`src/rtl/imuunp_pkg.sv`:
```
`default_nettype none

package imuunp_pkg;

    localparam int COUNT_W = 10;
    localparam int GAIN_W = 32;
    localparam int TIME_W = 64;
    localparam int AXIS_W = 16;
    localparam int TAG_W = 5;
    localparam int NUM_AXES = 3;
    localparam int CFG_INDEX_W = 1;
    localparam int QUEUE_DEPTH = 2;

    localparam int FIFO_LIMIT_DEFAULT = 256;

    localparam logic [GAIN_W-1:0] GYRO_GAIN_RESET = 32'd19260243;
    localparam logic [GAIN_W-1:0] ACCEL_GAIN_RESET = 32'd16767040;

    localparam logic [TAG_W-1:0] TAG_GYRO = 5'd1;
    localparam logic [TAG_W-1:0] TAG_ACCEL = 5'd2;

    localparam logic [CFG_INDEX_W-1:0] CFG_GYRO_GAIN = 1'd0;
    localparam logic [CFG_INDEX_W-1:0] CFG_ACCEL_GAIN = 1'd1;

    typedef enum logic [1:0] {
        CMD_PLAIN,
        CMD_GYRO,
        CMD_ACCEL
    } cmd_kind_t;

    typedef struct packed {
        cmd_kind_t kind;
        logic next_is_data;
        logic fault;
        logic accel_fresh;
        logic [TIME_W-1:0] delta_us;
        logic [NUM_AXES-1:0][AXIS_W-1:0] raw;
    } cmd_t;

    typedef struct packed {
        logic push;
    } queue_status_t;

endpackage

`default_nettype wire

```
`src/rtl/imuunp_if.sv`:
```
`default_nettype none

interface imuunp_in_if;
    logic valid;
    logic ready;
    logic read_ok;
    logic [7:0] byte_zero;
    logic [7:0] byte_one;
    logic [7:0] byte_two;
    logic [7:0] byte_three;
    logic [7:0] byte_four;
    logic [7:0] byte_five;
    logic [7:0] byte_six;
    logic [63:0] timestamp_us;

    modport source (
        output valid, read_ok, byte_zero, byte_one, byte_two, byte_three,
        output byte_four, byte_five, byte_six, timestamp_us,
        input ready
    );
    modport sink (
        input valid, read_ok, byte_zero, byte_one, byte_two, byte_three,
        input byte_four, byte_five, byte_six, timestamp_us,
        output ready
    );
endinterface

interface imuunp_out_if;
    logic valid;
    logic ready;
    logic next_is_data;
    logic sample_valid;
    logic accel_fresh;
    logic fault;
    logic [63:0] delta_ns;
    logic signed [15:0] rate_x;
    logic signed [15:0] rate_y;
    logic signed [15:0] rate_z;
    logic signed [15:0] accel_x;
    logic signed [15:0] accel_y;
    logic signed [15:0] accel_z;

    modport source (
        output valid, next_is_data, sample_valid, accel_fresh, fault, delta_ns,
        output rate_x, rate_y, rate_z, accel_x, accel_y, accel_z,
        input ready
    );
    modport sink (
        input valid, next_is_data, sample_valid, accel_fresh, fault, delta_ns,
        input rate_x, rate_y, rate_z, accel_x, accel_y, accel_z,
        output ready
    );
endinterface

`default_nettype wire

```
`src/rtl/imuunp_front.sv`:
```
`default_nettype none

module imuunp_front #(
    parameter int FIFO_LIMIT = imuunp_pkg::FIFO_LIMIT_DEFAULT
) (
    input  wire logic                  clk,
    input  wire logic                  rst_n,
    imuunp_in_if.sink                  rd,
    input  wire logic                  queue_full,
    output imuunp_pkg::queue_status_t  status,
    output imuunp_pkg::cmd_t           cmd
);
    import imuunp_pkg::*;

    localparam logic [COUNT_W-1:0] LIMIT = COUNT_W'(FIFO_LIMIT);

    logic data_mode_reg, data_mode_next;
    logic [COUNT_W-1:0] words_left_reg, words_left_next;
    logic accel_seen_reg, accel_seen_next;
    logic [TIME_W-1:0] last_gyro_time_reg, last_gyro_time_next;
    logic halted_reg, halted_next;

    logic push;
    logic [COUNT_W-1:0] count;
    logic [COUNT_W-1:0] words_dec;
    logic [TAG_W-1:0] tag;

    assign rd.ready = !queue_full;
    assign push = rd.valid && !queue_full;
    assign status.push = push;

    assign count = {rd.byte_one[1:0], rd.byte_zero};
    assign words_dec = words_left_reg - 1'b1;
    assign tag = rd.byte_zero[7:3];

    always_comb
    begin
        data_mode_next = data_mode_reg;
        words_left_next = words_left_reg;
        accel_seen_next = accel_seen_reg;
        last_gyro_time_next = last_gyro_time_reg;
        halted_next = halted_reg;

        cmd.kind = CMD_PLAIN;
        cmd.next_is_data = 1'b0;
        cmd.fault = 1'b0;
        cmd.accel_fresh = 1'b0;
        cmd.delta_us = '0;
        cmd.raw[0] = {rd.byte_two, rd.byte_one};
        cmd.raw[1] = {rd.byte_four, rd.byte_three};
        cmd.raw[2] = {rd.byte_six, rd.byte_five};

        if (halted_reg)
        begin
            cmd.fault = 1'b1;
        end
        else if (!rd.read_ok)
        begin
            cmd.next_is_data = data_mode_reg;
        end
        else if (!data_mode_reg)
        begin
            words_left_next = count;
            data_mode_next = (count != '0);
            if (count > LIMIT)
            begin
                halted_next = 1'b1;
                cmd.fault = 1'b1;
            end
            else
            begin
                cmd.next_is_data = (count != '0);
            end
        end
        else
        begin
            if (tag == TAG_GYRO)
            begin
                cmd.kind = CMD_GYRO;
                cmd.accel_fresh = accel_seen_reg;
                cmd.delta_us = rd.timestamp_us - last_gyro_time_reg;
                accel_seen_next = 1'b0;
                last_gyro_time_next = rd.timestamp_us;
            end
            else if (tag == TAG_ACCEL)
            begin
                cmd.kind = CMD_ACCEL;
                accel_seen_next = 1'b1;
            end
            words_left_next = words_dec;
            data_mode_next = (words_dec != '0);
            cmd.next_is_data = (words_dec != '0);
        end
    end

    always_ff @(posedge clk or negedge rst_n)
    begin
        if (!rst_n)
        begin
            data_mode_reg <= 1'b0;
            words_left_reg <= '0;
            accel_seen_reg <= 1'b0;
            last_gyro_time_reg <= '0;
            halted_reg <= 1'b0;
        end
        else if (push)
        begin
            data_mode_reg <= data_mode_next;
            words_left_reg <= words_left_next;
            accel_seen_reg <= accel_seen_next;
            last_gyro_time_reg <= last_gyro_time_next;
            halted_reg <= halted_next;
        end
    end

endmodule

`default_nettype wire

```
`src/rtl/imuunp_queue.sv`:
```
`default_nettype none

module imuunp_queue (
    input  wire logic                  clk,
    input  wire logic                  rst_n,
    input  imuunp_pkg::queue_status_t  status,
    input  imuunp_pkg::cmd_t           push_cmd,
    output logic                       full,
    input  wire logic                  pop,
    output logic                       not_empty,
    output imuunp_pkg::cmd_t           head
);
    import imuunp_pkg::*;

    localparam int PTR_W = (QUEUE_DEPTH > 1) ? $clog2(QUEUE_DEPTH) : 1;
    localparam int CNT_W = $clog2(QUEUE_DEPTH + 1);
    localparam logic [CNT_W-1:0] DEPTH_CNT = CNT_W'(QUEUE_DEPTH);
    localparam logic [PTR_W-1:0] LAST_PTR = PTR_W'(QUEUE_DEPTH - 1);

    cmd_t entries_reg [QUEUE_DEPTH];
    logic [PTR_W-1:0] wr_ptr_reg, wr_ptr_next;
    logic [PTR_W-1:0] rd_ptr_reg, rd_ptr_next;
    logic [CNT_W-1:0] count_reg, count_next;
    logic do_pop;

    assign full = (count_reg == DEPTH_CNT);
    assign not_empty = (count_reg != '0);
    assign head = entries_reg[rd_ptr_reg];
    assign do_pop = pop && not_empty;

    always_comb
    begin
        wr_ptr_next = wr_ptr_reg;
        rd_ptr_next = rd_ptr_reg;
        count_next = count_reg;
        if (status.push)
        begin
            wr_ptr_next = (wr_ptr_reg == LAST_PTR) ? '0 : wr_ptr_reg + 1'b1;
        end
        if (do_pop)
        begin
            rd_ptr_next = (rd_ptr_reg == LAST_PTR) ? '0 : rd_ptr_reg + 1'b1;
        end
        if (status.push && !do_pop)
        begin
            count_next = count_reg + 1'b1;
        end
        else if (!status.push && do_pop)
        begin
            count_next = count_reg - 1'b1;
        end
    end

    always_ff @(posedge clk or negedge rst_n)
    begin
        if (!rst_n)
        begin
            wr_ptr_reg <= '0;
            rd_ptr_reg <= '0;
            count_reg <= '0;
        end
        else
        begin
            wr_ptr_reg <= wr_ptr_next;
            rd_ptr_reg <= rd_ptr_next;
            count_reg <= count_next;
        end
    end

    always_ff @(posedge clk)
    begin
        if (status.push)
        begin
            entries_reg[wr_ptr_reg] <= push_cmd;
        end
    end

endmodule

`default_nettype wire

```
`src/rtl/imuunp_back.sv`:
```
`default_nettype none

module imuunp_back (
    input  wire logic                     clk,
    input  wire logic                     rst_n,
    input  wire logic [imuunp_pkg::GAIN_W-1:0] gyro_gain,
    input  wire logic [imuunp_pkg::GAIN_W-1:0] accel_gain,
    input  wire logic                     queue_not_empty,
    input  imuunp_pkg::cmd_t              head,
    output logic                          pop,
    imuunp_out_if.source                  res
);
    import imuunp_pkg::*;

    localparam int MAG_W = AXIS_W + 1;
    localparam int PROD_W = MAG_W + GAIN_W;
    localparam int FRAC_W = 24;

    typedef struct packed {
        cmd_kind_t kind;
        logic next_is_data;
        logic fault;
        logic accel_fresh;
        logic [TIME_W-1:0] delta_ns;
        logic [NUM_AXES-1:0] neg;
        logic [NUM_AXES-1:0][AXIS_W-1:0] scaled;
    } stage_t;

    typedef struct packed {
        logic next_is_data;
        logic sample_valid;
        logic accel_fresh;
        logic fault;
        logic [TIME_W-1:0] delta_ns;
        logic [NUM_AXES-1:0][AXIS_W-1:0] rate;
        logic [NUM_AXES-1:0][AXIS_W-1:0] accel;
    } result_t;

    logic s1_valid_reg;
    stage_t s1_reg, s1_next;
    logic out_valid_reg;
    result_t out_reg, out_next;
    logic [NUM_AXES-1:0][AXIS_W-1:0] held_accel_reg;
    logic [NUM_AXES-1:0][AXIS_W-1:0] axis_val;

    logic advance_out;
    logic move_s1;
    logic [GAIN_W-1:0] gain;
    logic [MAG_W-1:0] mag [NUM_AXES];
    logic [PROD_W-1:0] prod [NUM_AXES];

    assign advance_out = !out_valid_reg || res.ready;
    assign move_s1 = s1_valid_reg && advance_out;
    assign pop = queue_not_empty && (!s1_valid_reg || advance_out);

    assign gain = (head.kind == CMD_ACCEL) ? accel_gain : gyro_gain;

    always_comb
    begin
        s1_next.kind = head.kind;
        s1_next.next_is_data = head.next_is_data;
        s1_next.fault = head.fault;
        s1_next.accel_fresh = head.accel_fresh;
        s1_next.delta_ns = (head.delta_us << 10) - (head.delta_us << 4)
                         - (head.delta_us << 3);
        for (int i = 0; i < NUM_AXES; i++)
        begin
            s1_next.neg[i] = head.raw[i][AXIS_W-1];
            mag[i] = head.raw[i][AXIS_W-1]
                   ? (MAG_W'(1) << AXIS_W) - {1'b0, head.raw[i]}
                   : {1'b0, head.raw[i]};
            prod[i] = PROD_W'(mag[i]) * PROD_W'(gain);
            s1_next.scaled[i] = prod[i][FRAC_W +: AXIS_W];
        end
    end

    always_comb
    begin
        for (int i = 0; i < NUM_AXES; i++)
        begin
            axis_val[i] = s1_reg.neg[i] ? AXIS_W'(0) - s1_reg.scaled[i]
                                        : s1_reg.scaled[i];
        end
        out_next.next_is_data = s1_reg.next_is_data;
        out_next.fault = s1_reg.fault;
        out_next.sample_valid = (s1_reg.kind == CMD_GYRO);
        out_next.accel_fresh = s1_reg.accel_fresh;
        out_next.delta_ns = '0;
        out_next.rate = '0;
        out_next.accel = '0;
        if (s1_reg.kind == CMD_GYRO)
        begin
            out_next.delta_ns = s1_reg.delta_ns;
            out_next.rate = axis_val;
            out_next.accel = held_accel_reg;
        end
    end

    always_ff @(posedge clk or negedge rst_n)
    begin
        if (!rst_n)
        begin
            s1_valid_reg <= 1'b0;
            out_valid_reg <= 1'b0;
            held_accel_reg <= '0;
        end
        else
        begin
            if (pop)
            begin
                s1_valid_reg <= 1'b1;
            end
            else if (move_s1)
            begin
                s1_valid_reg <= 1'b0;
            end
            if (move_s1)
            begin
                out_valid_reg <= 1'b1;
            end
            else if (res.ready)
            begin
                out_valid_reg <= 1'b0;
            end
            if (move_s1 && s1_reg.kind == CMD_ACCEL)
            begin
                held_accel_reg <= axis_val;
            end
        end
    end

    always_ff @(posedge clk)
    begin
        if (pop)
        begin
            s1_reg <= s1_next;
        end
        if (move_s1)
        begin
            out_reg <= out_next;
        end
    end

    assign res.valid = out_valid_reg;
    assign res.next_is_data = out_reg.next_is_data;
    assign res.sample_valid = out_reg.sample_valid;
    assign res.accel_fresh = out_reg.accel_fresh;
    assign res.fault = out_reg.fault;
    assign res.delta_ns = out_reg.delta_ns;
    assign res.rate_x = out_reg.rate[0];
    assign res.rate_y = out_reg.rate[1];
    assign res.rate_z = out_reg.rate[2];
    assign res.accel_x = out_reg.accel[0];
    assign res.accel_y = out_reg.accel[1];
    assign res.accel_z = out_reg.accel[2];

endmodule

`default_nettype wire

```
`src/rtl/imu_fifo_word_unpacker.sv`:
```
// Channel       Role     Handshake      Payload
// sensor_read   sink     valid/ready    read_ok, byte_zero..byte_six, timestamp_us
// result        source   valid/ready    flags, delta_ns, rate_x..z, accel_x..z
// cfg           write    cfg_we         cfg_index, cfg_data (gyro_gain, accel_gain)
//
// One item is accepted per cycle while the queue is not full, and each item gives one result.
// The front registers decide the mode, count and timing of each item at acceptance.
// A two-entry queue feeds a multiply stage and a sign and output stage.
// Reset clears the mode, count, fault and held accelerometer values at once.
// A stalled result holds the back stages, and input stalls only once the queue fills.
`default_nettype none

module imu_fifo_word_unpacker #(
    parameter int FIFO_LIMIT = imuunp_pkg::FIFO_LIMIT_DEFAULT
) (
    input  wire logic                               clk,
    input  wire logic                               rst_n,
    imuunp_in_if.sink                               sensor_read,
    imuunp_out_if.source                            result,
    input  wire logic                               cfg_we,
    input  wire logic [imuunp_pkg::CFG_INDEX_W-1:0] cfg_index,
    input  wire logic [imuunp_pkg::GAIN_W-1:0]      cfg_data
);
    import imuunp_pkg::*;

    logic [GAIN_W-1:0] gyro_gain_reg;
    logic [GAIN_W-1:0] accel_gain_reg;

    queue_status_t status;
    cmd_t front_cmd;
    cmd_t head;
    logic queue_full;
    logic queue_not_empty;
    logic pop;

    always_ff @(posedge clk or negedge rst_n)
    begin
        if (!rst_n)
        begin
            gyro_gain_reg <= GYRO_GAIN_RESET;
            accel_gain_reg <= ACCEL_GAIN_RESET;
        end
        else if (cfg_we)
        begin
            case (cfg_index)
                CFG_GYRO_GAIN:  gyro_gain_reg <= cfg_data;
                CFG_ACCEL_GAIN: accel_gain_reg <= cfg_data;
                default:        ;
            endcase
        end
    end

    imuunp_front #(
        .FIFO_LIMIT (FIFO_LIMIT)
    ) u_front (
        .clk        (clk),
        .rst_n      (rst_n),
        .rd         (sensor_read),
        .queue_full (queue_full),
        .status     (status),
        .cmd        (front_cmd)
    );

    imuunp_queue u_queue (
        .clk       (clk),
        .rst_n     (rst_n),
        .status    (status),
        .push_cmd  (front_cmd),
        .full      (queue_full),
        .pop       (pop),
        .not_empty (queue_not_empty),
        .head      (head)
    );

    imuunp_back u_back (
        .clk             (clk),
        .rst_n           (rst_n),
        .gyro_gain       (gyro_gain_reg),
        .accel_gain      (accel_gain_reg),
        .queue_not_empty (queue_not_empty),
        .head            (head),
        .pop             (pop),
        .res             (result)
    );

endmodule

`default_nettype wire

```
`src/flat_wrapper.sv`:
```
// flat-port wrapper written by rule: the top's interface ports become plain ports
module imu_fifo_word_unpacker_flat import imuunp_pkg::*;
#(
    parameter int FIFO_LIMIT = imuunp_pkg::FIFO_LIMIT_DEFAULT
)
  (clk, rst_n, cfg_we, cfg_index, cfg_data, sensor_read_valid, sensor_read_read_ok, sensor_read_byte_zero, sensor_read_byte_one, sensor_read_byte_two, sensor_read_byte_three, sensor_read_byte_four, sensor_read_byte_five, sensor_read_byte_six, sensor_read_timestamp_us, sensor_read_ready, result_valid, result_next_is_data, result_sample_valid, result_accel_fresh, result_fault, result_delta_ns, result_rate_x, result_rate_y, result_rate_z, result_accel_x, result_accel_y, result_accel_z, result_ready);
  imuunp_in_if sensor_read_i ();
  imuunp_out_if result_i ();
  input  wire logic clk;
  input  wire logic rst_n;
  input  wire logic cfg_we;
  input  wire logic [imuunp_pkg::CFG_INDEX_W-1:0] cfg_index;
  input  wire logic [imuunp_pkg::GAIN_W-1:0] cfg_data;
  input wire logic [$bits(sensor_read_i.valid)-1:0] sensor_read_valid;
  input wire logic [$bits(sensor_read_i.read_ok)-1:0] sensor_read_read_ok;
  input wire logic [$bits(sensor_read_i.byte_zero)-1:0] sensor_read_byte_zero;
  input wire logic [$bits(sensor_read_i.byte_one)-1:0] sensor_read_byte_one;
  input wire logic [$bits(sensor_read_i.byte_two)-1:0] sensor_read_byte_two;
  input wire logic [$bits(sensor_read_i.byte_three)-1:0] sensor_read_byte_three;
  input wire logic [$bits(sensor_read_i.byte_four)-1:0] sensor_read_byte_four;
  input wire logic [$bits(sensor_read_i.byte_five)-1:0] sensor_read_byte_five;
  input wire logic [$bits(sensor_read_i.byte_six)-1:0] sensor_read_byte_six;
  input wire logic [$bits(sensor_read_i.timestamp_us)-1:0] sensor_read_timestamp_us;
  output wire logic [$bits(sensor_read_i.ready)-1:0] sensor_read_ready;
  output wire logic [$bits(result_i.valid)-1:0] result_valid;
  output wire logic [$bits(result_i.next_is_data)-1:0] result_next_is_data;
  output wire logic [$bits(result_i.sample_valid)-1:0] result_sample_valid;
  output wire logic [$bits(result_i.accel_fresh)-1:0] result_accel_fresh;
  output wire logic [$bits(result_i.fault)-1:0] result_fault;
  output wire logic [$bits(result_i.delta_ns)-1:0] result_delta_ns;
  output wire logic [$bits(result_i.rate_x)-1:0] result_rate_x;
  output wire logic [$bits(result_i.rate_y)-1:0] result_rate_y;
  output wire logic [$bits(result_i.rate_z)-1:0] result_rate_z;
  output wire logic [$bits(result_i.accel_x)-1:0] result_accel_x;
  output wire logic [$bits(result_i.accel_y)-1:0] result_accel_y;
  output wire logic [$bits(result_i.accel_z)-1:0] result_accel_z;
  input wire logic [$bits(result_i.ready)-1:0] result_ready;
  assign sensor_read_i.valid = sensor_read_valid;
  assign sensor_read_i.read_ok = sensor_read_read_ok;
  assign sensor_read_i.byte_zero = sensor_read_byte_zero;
  assign sensor_read_i.byte_one = sensor_read_byte_one;
  assign sensor_read_i.byte_two = sensor_read_byte_two;
  assign sensor_read_i.byte_three = sensor_read_byte_three;
  assign sensor_read_i.byte_four = sensor_read_byte_four;
  assign sensor_read_i.byte_five = sensor_read_byte_five;
  assign sensor_read_i.byte_six = sensor_read_byte_six;
  assign sensor_read_i.timestamp_us = sensor_read_timestamp_us;
  assign sensor_read_ready = sensor_read_i.ready;
  assign result_valid = result_i.valid;
  assign result_next_is_data = result_i.next_is_data;
  assign result_sample_valid = result_i.sample_valid;
  assign result_accel_fresh = result_i.accel_fresh;
  assign result_fault = result_i.fault;
  assign result_delta_ns = result_i.delta_ns;
  assign result_rate_x = result_i.rate_x;
  assign result_rate_y = result_i.rate_y;
  assign result_rate_z = result_i.rate_z;
  assign result_accel_x = result_i.accel_x;
  assign result_accel_y = result_i.accel_y;
  assign result_accel_z = result_i.accel_z;
  assign result_i.ready = result_ready;
  imu_fifo_word_unpacker #(.FIFO_LIMIT(FIFO_LIMIT)) u_core (.clk(clk), .rst_n(rst_n), .sensor_read(sensor_read_i), .result(result_i), .cfg_we(cfg_we), .cfg_index(cfg_index), .cfg_data(cfg_data));
endmodule
```
`config.mk`:
```
export PLATFORM = sky130hd
export DESIGN_NAME = imu_fifo_word_unpacker_flat
export DESIGN_NICKNAME = d
export VERILOG_FILES = /design/src/rtl/imuunp_pkg.sv /design/src/rtl/imuunp_if.sv /design/src/rtl/imuunp_front.sv /design/src/rtl/imuunp_queue.sv /design/src/rtl/imuunp_back.sv /design/src/rtl/imu_fifo_word_unpacker.sv /design/src/flat_wrapper.sv
export SDC_FILE = /design/constraint.sdc
export NUM_CORES = 2
export LEC_CHECK = 0
export ABC_CLOCK_PERIOD_IN_PS = 11000
export BUFFER_PORTS_ARGS = -buffer_cell sky130_fd_sc_hd__buf_2
export CAP_MARGIN = 20
export CORE_UTILIZATION = 50
export DETAILED_ROUTE_END_ITERATION = 16
export GPL_ROUTABILITY_DRIVEN = 1
export GPL_TIMING_DRIVEN = 0
export PLACE_DENSITY = 0.67
export SETUP_SLACK_MARGIN = 0.02
export SKIP_CTS_REPAIR_TIMING = 1
export SYNTH_ARGS = -nofsm -noshare
export SYNTH_HDL_FRONTEND = slang
export SYNTH_HIERARCHICAL = 1
export SYNTH_SLANG_ARGS = --single-unit
```
`constraint.sdc`:
```
create_clock -name clk -period 11 [get_ports clk]
set_clock_uncertainty 0.1 [all_clocks]
set_input_delay 0.55 -clock clk [delete_from_list [all_inputs] [get_ports clk]]
set_output_delay 0.55 -clock clk [all_outputs]
set_load 0.02 [all_outputs]
```
==> flow_metrics.py <==
metrics = {
    "setup_path": {
        "required_ns": 11.28,
        "endpoint_kind": "register",
        "critPathMaxStageDelay_ns": 0.62,
        "reg2reg_slack_ns": 0.40,
        "critPathLaunchType": "register",
        "reg2reg_to": "u_core/u_back/s1_reg[15]",
        "worstSetupPathType": "register to register",
        "cp.arrival_ns": 10.89,
        "rr_startpoint": "u_core/u_queue/rd_ptr_reg",
        "slowest_stage": "fa_1",
        "rr_worst_depth": 31,
        "crit_top_cell": "fa_1",
        "cp_max_fo": 10,
    },
    "sta": {
        "worstMarginPinSlew_ns": 1.29,
        "setup_viol": 0,
        "drv_slew": 0,
        "hold_slack_ns": 0.0123,
        "fin_ws_ns": 0.397,
        "rsz0062_at_grt": "false",
        "fin_setup_tns_ns": 0,
        "final_hold_viol_count": 0,
        "relSlewSlack": 0.140,
        "fmax_ghz": 0.0943,
        "period_share": 0.964,
        "min_period_ns": 10.60,
    },
    "route": {
        "drtAntennaViolNets": 0,
        "drcViolationCount": 0,
        "first_iter_violations": 5420,
        "routed_wl_mm": 260,
        "routedWlPerCell_microns": 23.9,
        "viasPerCell": 5.51,
        "vias": 59900,
        "dr.pass1.iters": 8,
    },
    "min_path": {
        "holdPathEnd": "u_core/gyro_gain_reg[28]",
        "hp-class": "input port to register",
        "hold_path_depth": 2,
        "hp-start": "cfg_data[28]",
    },
    "die": {
        "die_h_microns": 402,
        "die_w_microns": 402,
        "std_cell_rows": 146,
        "io_pins": 325,
        "coreArea_sq_um": 158000,
        "start_util": 0.504,
        "dieArea_sq_um": 161000,
    },
    "placed_design": {
        "portBuffers": 272,
        "place_hpwl_mm": 212,
        "routabilityCongestion": 1.01,
        "place_ws_ns": -2.33,
    },
    "cts": {
        "cts_max_path_buffers": 3,
        "insertion_delay_ns": 0.73,
        "htreeDepth": 3,
        "cts.sinks": 698,
        "clk_pin_slew_ns": 0.06,
        "cts_buffers": 77,
        "tritoncts": "yes",
        "cts_root_buf": "clkbuf_16",
    },
    "global_routing": {
        "track_usage": 0.326,
        "antenna_found_initial": 21,
        "overflow": 0,
        "grt_pass1_vias": 61500,
        "grt_pass1_wl_mm": 387,
        "grt_max_degree": 91,
    },
    "final_layout": {
        "fillers": 13900,
        "drive_gt1_frac": 0.110,
        "fin_nets": 10600,
        "fin_util": 0.562,
        "area_growth_pct": 11.5,
        "largest_reg_flops": 228,
    },
    "synthesis": {
        "syn_area_sq_um": 79800,
        "syn_area_per_cell_sq_um": 9.79,
        "synthesis.instances": 8153,
        "yosysWarnings": 6,
    },
    "outcome": {
        "status": "completed",
    },
    "job": {
        "drv_cap": 0,
    },
}
-- worst max-delay path: cells and delay by family (launching register included) --
family                   cells  cell delay (ns)
flip-flops                   1             0.34
AND/OR/NAND/NOR              5             1.39
multiplexers                 1             0.48
buffers and inverters        8             1.88
XOR/XNOR                     2             0.36
AO/OA/AOI/OAI                8             2.38
adder cells (fa/ha/maj)      7             3.32
-- final cells by class --
class                      count  area (sq um)  share of cell area
multi-input combinational   5382         52000               0.585
clock buffer                 115          2180              0.0245
buffer                       407          1900              0.0213
timing repair buffer         440          3340              0.0375
inverter                    1729          6490              0.0729
sequential                   698         20000               0.225
antenna                        5          12.5            0.000141
clock inverter                28           435             0.00489
tap                         2072          2590              0.0291
-- how the worst max path moves through the flow --
stage | start | to | slack, ns
4_1_cts | u_core/u_queue/rd_ptr_reg | u_core/u_back/s1_reg[15] | -2.38
5_1_grt | u_core/u_queue/rd_ptr_reg | u_core/u_back/s1_reg[15] | 0.02
6_report | u_core/u_queue/rd_ptr_reg | u_core/u_back/s1_reg[15] | 0.40
2_1_floorplan | u_core/u_queue/rd_ptr_reg | u_core/u_back/s1_reg[15] | 1.94
3_5_place_dp | u_core/u_queue/rd_ptr_reg | u_core/u_back/s1_reg[15] | -2.33
3_3_place_gp | u_core/u_queue/rd_ptr_reg | u_core/u_back/s1_reg[15] | -2.35
-- per-stage QoR --
stage / instances / cell area, sq um
after floorplan: 8223 / 80100
after global placement: 10600 / 84100
after detailed placement: 10600 / 85000
after CTS: 10800 / 87700
after global routing: 10900 / 89000
final: 10900 / 89000
-- routing by layer --
metal  up-vias  share of wire  track usage
li1      26000              -            -
met1     30400           0.40        0.435
met2      2870           0.44        0.497
met3       628           0.10       0.0804
met4         8          0.058        0.162
met5         -        0.00021            0
-- placed cells by master, fill, tap and decap left out, types with 17 or more instances in the layout --
master / n
buf_6: 19
inv_1: 1729
mux2i_2: 17
clkbuf_1: 283
conb_1: 72
clkbuf_2: 46
clkbuf_16: 80
nand2b_1: 32
edfxtp_1: 506
buf_1: 23
o21a_1: 21
a21oi_1: 206
buf_2: 291
dlygate4sd3_1: 91
xor2_1: 127
buf_8: 22
mux2_4: 32
and2_1: 155
o31ai_1: 34
mux2_2: 238
xnor2_1: 183
fa_1: 1293
dfrtp_1: 166
nor2b_1: 29
o21bai_1: 35
o21ai_0: 168
nand3_1: 42
nor3_1: 35
dfstp_2: 26
nand2_1: 1259
a21o_1: 88
or3_1: 17
buf_4: 78
ha_1: 387
nand4_1: 41
nor2_1: 591
and3_1: 19
Power is not shown: default switching activity piles up to over one toggle a cycle in this logic, so the estimate is an artifact.
